==> src/sv/slid_pkg.sv <==
// shared types and constants for the sorted list insert/delete block
`default_nettype none
package slid_pkg;

   localparam int ValueWidth = 32;
   localparam int CountWidth = 5;

   // operation codes
   typedef enum logic [0:0] {
      OP_INSERT = 1'b0,
      OP_DELETE = 1'b1
   } op_type;

   // result status codes
   typedef enum logic [1:0] {
      ST_INSERTED  = 2'd0,
      ST_FULL      = 2'd1,
      ST_DELETED   = 2'd2,
      ST_NOT_FOUND = 2'd3
   } status_type;

   typedef struct packed {
      op_type                        operation;
      logic signed [ValueWidth-1:0]  value;
   } req_type;

   typedef struct packed {
      status_type                    status;
      logic [CountWidth-1:0]         entry_count;
      logic                          first_valid;
      logic signed [ValueWidth-1:0]  first_value;
   } rsp_type;

   // broadcast control from the top level to every cell
   typedef struct packed {
      logic                          insert_en;
      logic                          delete_en;
      logic                          descending;
      logic signed [ValueWidth-1:0]  value;
   } ctrl_type;

endpackage
`default_nettype wire

==> src/sv/slid_cell.sv <==
// one list cell: holds a single entry and shifts with its neighbors
`default_nettype none
module slid_cell (
   input  wire logic                                   clock,
   input  wire slid_pkg::ctrl_type                     ctrl,
   input  wire logic                                   occupied,
   input  wire logic                                   at_tail,
   input  wire logic signed [slid_pkg::ValueWidth-1:0] left_value,
   input  wire logic signed [slid_pkg::ValueWidth-1:0] right_value,
   input  wire logic                                   hit_before_in,
   output logic                                        hit_before_out,
   output logic signed [slid_pkg::ValueWidth-1:0]      entry_ff
);

   logic signed [slid_pkg::ValueWidth-1:0] entry_in;
   logic                                   comes_after;
   logic                                   hit;

   // placement test for insert, equality test for delete
   always_comb begin
      comes_after = ctrl.descending ? (ctrl.value < entry_ff) : (ctrl.value > entry_ff);
      if (ctrl.delete_en) begin
         hit = occupied && (entry_ff == ctrl.value);
      end else begin
         hit = occupied && !comes_after;
      end
      hit_before_out = hit_before_in || hit;
   end

   // next entry: keep, take new value, shift back or close the gap
   always_comb begin
      entry_in = entry_ff;
      if (ctrl.insert_en) begin
         if (hit_before_in) begin
            entry_in = left_value;
         end else if (hit || at_tail) begin
            entry_in = ctrl.value;
         end
      end else if (ctrl.delete_en) begin
         if (hit_before_out) begin
            entry_in = right_value;
         end
      end
   end

   always_ff @(posedge clock) begin
      entry_ff <= entry_in;
   end

endmodule
`default_nettype wire

==> src/sv/sorted_list_insert_delete.sv <==
// top level of the sorted list insert/delete block
// Keeps up to CAPACITY signed 32-bit entries in ascending or descending
// order, as csr_write_data selects when csr_write_enable is high.
// Each request transfer carries an operation (insert or delete) and a
// value; each one yields exactly one response transfer with a status,
// the entry count after the operation and the entry at the front.
// The list is a row of cells; every cell compares against the request
// in parallel and shifts one place toward or from its neighbor, so an
// item is finished in the cycle it is accepted. The response appears in
// the next cycle, and a new request is taken every cycle while the
// response side does not stall.
// While rsp_valid is high and rsp_stall is high, req_stall is raised and
// the response holds unchanged until it is taken.
// Synchronous reset empties the list, clears the response slot and
// selects ascending order; entry storage itself is not cleared.
`default_nettype none
module sorted_list_insert_delete #(
   parameter int CAPACITY = 16
) (
   input  wire logic              clock,
   input  wire logic              reset,
   input  wire logic              req_valid,
   output logic                   req_stall,
   input  wire slid_pkg::req_type req_data,
   output logic                   rsp_valid,
   input  wire logic              rsp_stall,
   output slid_pkg::rsp_type      rsp_data,
   input  wire logic              csr_write_enable,
   input  wire logic              csr_write_data
);

   localparam int CntW = $clog2(CAPACITY + 1);

   logic                                   descending_ff;
   logic [CntW-1:0]                        count_ff;
   logic [CntW-1:0]                        count_in;
   logic                                   rsp_valid_ff;
   logic                                   rsp_valid_in;
   slid_pkg::status_type                   status_ff;
   slid_pkg::status_type                   status_in;
   logic                                   accept;
   logic                                   full;
   logic                                   found;
   logic [31:0]                            count_wide;
   slid_pkg::ctrl_type                     ctrl;
   logic [CAPACITY:0]                      hit_chain;
   logic signed [slid_pkg::ValueWidth-1:0] entries [CAPACITY];

   // request handshake
   assign req_stall = rsp_valid_ff && rsp_stall;
   assign accept    = req_valid && !req_stall;
   assign full      = (count_ff == CntW'(CAPACITY));

   // control broadcast to the cells
   always_comb begin
      ctrl.insert_en  = accept && (req_data.operation == slid_pkg::OP_INSERT) && !full;
      ctrl.delete_en  = accept && (req_data.operation == slid_pkg::OP_DELETE);
      ctrl.descending = descending_ff;
      ctrl.value      = req_data.value;
   end

   // cell row
   assign hit_chain[0] = 1'b0;
   for (genvar i = 0; i < CAPACITY; i++) begin : g_cell
      logic signed [slid_pkg::ValueWidth-1:0] left_v;
      logic signed [slid_pkg::ValueWidth-1:0] right_v;
      if (i == 0) begin : g_first
         assign left_v = req_data.value;
      end else begin : g_mid_l
         assign left_v = entries[i-1];
      end
      if (i == CAPACITY - 1) begin : g_last
         assign right_v = entries[i];
      end else begin : g_mid_r
         assign right_v = entries[i+1];
      end
      slid_cell u_cell (
         .clock          (clock),
         .ctrl           (ctrl),
         .occupied       (CntW'(i) < count_ff),
         .at_tail        (CntW'(i) == count_ff),
         .left_value     (left_v),
         .right_value    (right_v),
         .hit_before_in  (hit_chain[i]),
         .hit_before_out (hit_chain[i+1]),
         .entry_ff       (entries[i])
      );
   end
   assign found = hit_chain[CAPACITY];

   // count, status and response slot
   always_comb begin
      count_in     = count_ff;
      status_in    = status_ff;
      rsp_valid_in = rsp_valid_ff && rsp_stall;
      if (accept) begin
         rsp_valid_in = 1'b1;
         if (req_data.operation == slid_pkg::OP_INSERT) begin
            if (full) begin
               status_in = slid_pkg::ST_FULL;
            end else begin
               status_in = slid_pkg::ST_INSERTED;
               count_in  = count_ff + CntW'(1);
            end
         end else begin
            if (found) begin
               status_in = slid_pkg::ST_DELETED;
               count_in  = count_ff - CntW'(1);
            end else begin
               status_in = slid_pkg::ST_NOT_FOUND;
            end
         end
      end
   end

   always_ff @(posedge clock) begin
      if (reset) begin
         descending_ff <= 1'b0;
         count_ff      <= '0;
         rsp_valid_ff  <= 1'b0;
         status_ff     <= slid_pkg::ST_INSERTED;
      end else begin
         if (csr_write_enable) begin
            descending_ff <= csr_write_data;
         end
         count_ff     <= count_in;
         rsp_valid_ff <= rsp_valid_in;
         status_ff    <= status_in;
      end
   end

   // response payload comes straight from registers
   assign count_wide = 32'(count_ff);
   assign rsp_valid  = rsp_valid_ff;
   always_comb begin
      rsp_data.status      = status_ff;
      rsp_data.entry_count = count_wide[slid_pkg::CountWidth-1:0];
      rsp_data.first_valid = (count_ff != '0);
      rsp_data.first_value = (count_ff != '0) ? entries[0] : '0;
   end

   // checks
   a_count_bound: assert property (@(posedge clock) disable iff (reset)
      count_ff <= CntW'(CAPACITY))
      else $error("entry count above capacity");

   a_accept_gives_rsp: assert property (@(posedge clock) disable iff (reset)
      accept |=> rsp_valid_ff)
      else $error("accepted request without response");

   a_insert_grows: assert property (@(posedge clock) disable iff (reset)
      ctrl.insert_en |=> (count_ff == $past(count_ff) + CntW'(1)))
      else $error("insert did not grow the list");

   a_status_count: assert property (@(posedge clock) disable iff (reset)
      (accept && ctrl.delete_en && !found) |=>
         (status_ff == slid_pkg::ST_NOT_FOUND && $stable(count_ff)))
      else $error("failed delete changed the count");

endmodule
`default_nettype wire

==> config.mk <==
export PLATFORM = sky130hd
export DESIGN_NAME = sorted_list_insert_delete
export DESIGN_NICKNAME = d
export VERILOG_FILES = /design/src/sv/slid_pkg.sv /design/src/sv/slid_cell.sv /design/src/sv/sorted_list_insert_delete.sv
export SDC_FILE = /design/constraint.sdc
export NUM_CORES = 2
export LEC_CHECK = 0
export ABC_CLOCK_PERIOD_IN_PS = 8490
export BUFFER_PORTS_ARGS = -buffer_cell sky130_fd_sc_hd__clkbuf_2
export CORE_ASPECT_RATIO = 0.7
export CORE_MARGIN = 2
export CORE_UTILIZATION = 50
export CTS_CLUSTER_SIZE = 40
export DETAILED_ROUTE_END_ITERATION = 10
export GPL_ROUTABILITY_DRIVEN = 0
export PLACE_DENSITY = 0.62
export SYNTH_ARGS = -nofsm -noshare
export SYNTH_HDL_FRONTEND = slang
export SYNTH_SLANG_ARGS = --single-unit
==> constraint.sdc <==
create_clock -name clock -period 8.49 [get_ports clock]
set_input_delay 0.4245 -clock clock [delete_from_list [all_inputs] [get_ports clock]]
set_output_delay 0.4245 -clock clock [all_outputs]
set_load 0.02 [all_outputs]
Word-level counts from Yosys, hierarchy flattened
Cells that the tools add are included.

cells by class
  equality and inequality tests = 49
  muxes and demuxes = 116
  $lt $le $gt $ge = 48
  reduce and logical (&&, ||, !) cells = 122
  bitwise logic cells = 1
  add/subtract/negate cells = 2

operator list
  cell                 count
  $mux 32              77
  $eq 32x32->1         16
  $gt 32x32->1         16
  $lt 32x32->1         16
  $reduce_and 3->1     16
  $ne 3x1->1 const B   14
  $eq 4x5->1 const A   8
  $lt 4x5->1 const A   8
  $logic_and 1x1->1    37
  $mux 1               35
  $reduce_bool 2->1    17
  $logic_or 1x1->1     31
  $eq 3x5->1 const A   4
  $lt 3x5->1 const A   4
  $logic_not 1->1      18
  $mux 5               3
  $eq 2x5->1 const A   2
  $lt 1x5->1 const A   2
  $lt 2x5->1 const A   2
  $add 5x1->5 const B  1
  $eq 1x5->1 const A   1
  $eq 5x5->1 const B   1
  $logic_not 5->1      1
  $reduce_bool 5->1    1
  6 further kinds      7

word-level totals
  logic and storage cells = 358
  output and inout port bits = 42
  flip-flop bits (word level) = 521

Logic depth before layout (Yosys ltp)
  depth in word-level cells = 22
  depth in mapped cells = 18
  gate-level depth less buffers = 13

Hierarchy
A second synthesis with hierarchy kept.

second synthesis, totals
  cell total of the unflattened synthesis = 4400
  area total of the unflattened synthesis = 41622.4 um2

modules (own cells, without submodules)
  module                     sequential area each (um2)  cells an instance  times used  area each (um2)
  slid_cell                  960.9                       266                16          2538.7
  sorted_list_insert_delete  180.2                       144                1           1003.5

Worst setup path after synthesis
No wires, ideal clock.

  path kind = input to register
  start = in req_data[0] (netlist bit)
  end = reg g_cell[11].u_cell.entry_ff[0] (netlist bit), enable pin
  arrival = 4.943 ns
  required time = 8.069 ns
  stages = 17
  path slack = 3.126 ns
  setup time = 0.421 ns
  buffers on the path = 4
  cells stage by stage = clkbuf_1 -> clkinv_1 -> ha_1 -> nor2b_1 -> o211ai_1 -> a21boi_1 -> o41a_1 -> or3_1 -> a31o_2 -> o221ai_1 -> buf_2 -> nor4_1 -> buf_2 -> nand3_1 -> clkbuf_1 -> a21oi_1 -> nor2_1

between the ends
  cells in the longest elaborated chain, start to end = 18
  elaborated cells between the ends (all ways) = 111
  classes of those cells = 24 x order compare; 13 x eq/ne; 24 x mux; 50 x reduce/logical

ends and longest elaborated chain
  item                                                 RTL line                         RTL
  start, declared                                      sorted_list_insert_delete.sv:24  input wire slid_pkg::req_type req_data,
  $gt 32x32->1 / $lt 32x32->1 (equally long branches)  slid_cell.sv:21                  comes_after = ctrl.descending ? (ctrl.value < entry_ff) : (ctrl.value > entry_ff);
  $mux 1                                               slid_cell.sv:21
  $logic_not 1->1                                      slid_cell.sv:25                  hit = occupied && !comes_after;
  $logic_and 1x1->1                                    slid_cell.sv:25
  $mux 1                                               slid_cell.sv:22                  if (ctrl.delete_en) begin
  $logic_or 1x1->1 (11 in a row)                       slid_cell.sv:27                  hit_before_out = hit_before_in || hit;
  $reduce_bool 2->1 (no source line)                   --
  $reduce_and 3->1 (no source line) (*)                --
  end signal, assigned                                 slid_cell.sv:47                  entry_ff <= entry_in;
  end, declared                                        slid_cell.sv:12                  output logic signed [slid_pkg::ValueWidth-1:0] entry_ff

Every way passes the cells marked *; elsewhere a longest branch is shown, timed or not.
A chain may end at the register's enable or synchronous reset.

Final worst setup path
  start = reg g_cell[5].u_cell.entry_ff[31] (netlist bit)
  end = reg g_cell[12].u_cell.entry_ff[8] (netlist bit), enable pin

between the ends
  cells in the longest elaborated chain, start to end = 15
  elaborated cells between the ends (all ways) = 19
  classes of those cells = 2 x order compare; 2 x eq/ne; 2 x mux; 13 x reduce/logical

ends and longest elaborated chain
  item                                                 RTL line
  start, declared                                      slid_cell.sv:12
  start signal, assigned                               slid_cell.sv:47
  $gt 32x32->1 / $lt 32x32->1 (equally long branches)  slid_cell.sv:21
  $mux 1                                               slid_cell.sv:21
  $logic_not 1->1                                      slid_cell.sv:25
  $logic_and 1x1->1                                    slid_cell.sv:25
  $mux 1 (*)                                           slid_cell.sv:22
  $logic_or 1x1->1 (*) (7 in a row)                    slid_cell.sv:27
  $logic_or 1x1->1                                     slid_cell.sv:27
  $reduce_bool 2->1 (no source line)                   --
  $reduce_and 3->1 (no source line) (*)                --
  end signal, assigned                                 slid_cell.sv:47
  end, declared                                        slid_cell.sv:12

Marked as above.

==> reports/qor.csv <==
stage,metric,value,unit
run_status,status,"complete, but fails checks",
run_status,violated checks,"max-capacitance violations, max-slew violations",
synth,Post-Syn Area,39600,um^2
detailed_routing,Post-DRT Antenna Nets,0,
power,VDD IR max,0.421,mV
critical_path,required time of the critical path,8.75,ns
clocking,clock sinks,521,
hold_path,WHS Endpoint,descending_ff,
placement,Port Buffers,80,
synth,largest area contributor in the netlist,edfxtp_1,
floorplanning,core area,78600,um^2
floorplanning,Starting Density,50.4,%
sta,Final TNS setup,0,ns
clocking,CTS Buf Count,58,
sta,FMAX,0.142,GHz
global_route,largest net degree at the start of global routing,275,
hold_path,hold depth,3,
floorplanning,Die Span Y,239,um
placement,dpl hpwl,97.5,mm
clocking,CTS tree,yes,
synth,syn_nets,4751,
synth,most common cell in the synthesized netlist,inv_1,
detailed_routing,met2 WL,56.8,mm
detailed_routing,met1 wire length,59.4,mm
sta,Slew headroom,-0.729,%
clocking,setup bufs post-CTS,0,
clocking,Clock Tree Root,clkbuf_16,
synth,area share of the largest cell type after synthesis,38.8,%
placement,dpl ws,1.23,ns
final_layout,nets@finish,4736,
synth,#FFs+latches synth,521,
clocking,Max Buffers Root-to-Sink,3,
synth,Mean Syn Cell Area,9.44,um^2
detailed_routing,met3 routed WL,12.1,mm
sta,final count of hold timing violations,0,
critical_path,critical path capture point type,register,
final_layout,Final Core Density,54.7,%
global_route,global-route wire length before repair,196,mm
hold_path,Hold Path Class,input pin to register,
floorplanning,die area,81500,um^2
critical_path,crit path DAT,7.28,ns
synth,count of flip-flops with a built-in enable after synthesis,512,
critical_path,"Max FO, Critical Path",64,
detailed_routing,Post-route DRC,0,
floorplanning,die outline width,340,um
run,max-cap check violation count,1,
synth,"Top FF cell, synth",edfxtp_1,
sta,setup ws final,1.47,ns
global_route,global route overflow,0,
synth,async set or reset register ratio after synthesis,0,%
critical_path,Register-to-Register Setup Slack,1.47,ns
detailed_routing,vias post-DR,32746,
global_route,global-route usage over all layers,31.8,%
hold_path,Hold Path Origin,csr_write_data,
final_layout,layout cell share with drive strength beyond 1,6.43,%
sta,final setup vio count,0,
detailed_routing,vias per cell,6.19,
clocking,clock-pin slew of the registers on the worst-case setup and hold paths,0.06,ns
clocking,H-tree depth,2,
floorplanning,# rows,86,
critical_path,worst reg2reg endpoint,g_cell[12].u_cell.entry_ff[8],
synth,Synth area leaders,"edfxtp_1 39%, ha_1 16%, mux2i_1 9.1%, inv_1 5.0%, o21ai_0 4.7%",
critical_path,r2r startpoint,g_cell[5].u_cell.entry_ff[31],
sta,fin crit share,82.7,%
sta,RSZ-0062 raised after global routing,no,
critical_path,reg2reg path depth,14,
synth,most instantiated cells after synthesis,"532 x inv_1, 517 x ha_1, 512 x edfxtp_1",
sta,Clock Skews,0.0244,ns
critical_path,Worst Setup Start Kind,register,
power,Pleak,19.4,nW
synth,Mapped Cells,4195,
synth,Yosys Warn Count,0,
final_layout,P&R area growth vs syn,8.44,%
sta,min cycle time layout,7.02,ns
synth,Unique masters post-synth,80,
detailed_routing,Detailed Route Iter0 Violations,3704,
detailed_routing,max layer used,met4,
synth,sequential share of the synthesized area,39.3,%
critical_path,Setup CP Type,register to register,
power,power density cells,413,nW/um^2
sta,Tightest Pin Transition,1.50,ns
detailed_routing,DR WL/cell,24.9,um
detailed_routing,drt pass-1 iters,6,
final_layout,Filler cells,7145,
global_route,vias in the first global route,31128,
sta,Max Transition Viols Final,1,
global_route,initial antenna violation count,0,
clocking,worst skew pair latency,0.66,ns
detailed_routing,routed wire length,132,mm
floorplanning,Boundary Pins,81,
timing repair:
| item | 4_1_cts | 5_1_grt |
|---|---|---|
| endpoints found under the hold margin | 1 | 0 |
| endpoints found under the setup margin | 0 | 0 |
| hold buffers | 1 | 0 |
| gates resized for setup | 0 | 0 |
worst max-delay path by stage:
stage,slack [ns],cells past startpoint,to,startpoint
6_report,1.47,14,g_cell[12].u_cell.entry_ff[8],g_cell[5].u_cell.entry_ff[31]
3_5_place_dp,1.23,15,g_cell[12].u_cell.entry_ff[9],req_data[30]
5_1_grt,1.44,14,g_cell[12].u_cell.entry_ff[8],g_cell[5].u_cell.entry_ff[31]
3_3_place_gp,1.29,15,g_cell[12].u_cell.entry_ff[10],req_data[30]
2_1_floorplan,3.13,17,g_cell[11].u_cell.entry_ff[0],req_data[0]
4_1_cts,1.83,14,g_cell[12].u_cell.entry_ff[9],g_cell[5].u_cell.entry_ff[31]
through the flow:
step                power, mW  instance area [um^2]  hold slack [ns]  instances
CTS                      17.6                 42900           0.0432       5285
global route             18.9                 42900            0.120       5285
global placement         14.8                 41100            0.479       5175
floorplan                12.1                 39600            0.545       4195
detailed placement       15.0                 41100            0.489       5175
finish                   17.7                 42900           0.0623       5287
cell usage in the layout (no fill, tap or decap), drive strengths merged, types with 31 or more instances in the layout:
cell type | Yosys | routed
a21oi | 223 | 223
mux2i | 359 | 359
edfxtp | 512 | 512
nand2 | 446 | 446
ha | 517 | 517
nand4 | 67 | 67
o221ai | 101 | 101
a21o | 74 | 74
clkbuf | 167 | 149
nor2 | 197 | 197
and4 | 31 | 31
o21ai | 413 | 413
inv | 532 | 534
buf | 57 | 68
nor3 | 35 | 35
nand3 | 148 | 148
clkinv | 1 | 34
flip-flops by register name, indices dropped and copies added, names as in the netlist:
register,flops
g_cell.u_cell.entry_ff,512
count_ff,5
status_ff,2
descending_ff,1
rsp_valid,1
critical path, stage by stage (launching register included):
cell      delay [ns]
edfxtp_1        0.38
inv_1           0.06
ha_1            0.38
nand4_1         0.20
nor3_1          1.05
nand2_1         0.30
a211oi_1        0.83
nor4_1          0.21
mux2i_1         0.17
a222oi_1        0.56
or4_1           0.60
or3_2           0.23
buf_4           0.59
a31oi_1         0.16
nor2_4          0.86
kinds of logic (layout without fill, tap and decap cells):
kind of cell | Yosys count | in the layout | share of synthesized area (%)
AND/OR/NAND/NOR | 1037 | 1037 | 12.2
buffers and inverters | 757 | 791 | 7.47
AO/OA/AOI/OAI | 994 | 994 | 15.4
adder cells (fa/ha/maj) | 517 | 517 | 16.3
flip-flops | 521 | 521 | 39.3
other | 0 | 2 | 0
multiplexers | 367 | 367 | 9.30
XOR/XNOR | 2 | 2 | 0.0443
cell type report:
cell class              instances  area (um^2)  share of cell area (%)
repair buffers                149          946                    2.20
diodes                          2         5.00                  0.0117
multi-input cells            2917        21300                    49.6
flip-flops and latches        521        15600                    36.2
clock inverters                40          282                   0.656
clock buffers                  69         1510                    3.53
well taps                    1056         1320                    3.08
inverters                     533         2000                    4.66
where the power goes:
group / switching, mW / total [mW] / internal [mW]
clock network: 1.14 / 2.52 / 1.38
logic: 6.00 / 9.44 / 3.43
registers: 1.06 / 5.77 / 4.70
total: 8.20 / 17.7 / 9.52
metal layers:
metal / global-route usage [%] / up-vias
met5: 0 / -
met4: 8.04 / 0
met3: 5.73 / 206
met2: 48.4 / 1379
met1: 46.4 / 15907
li1: - / 15254
(Power assumes the default switching activity.)
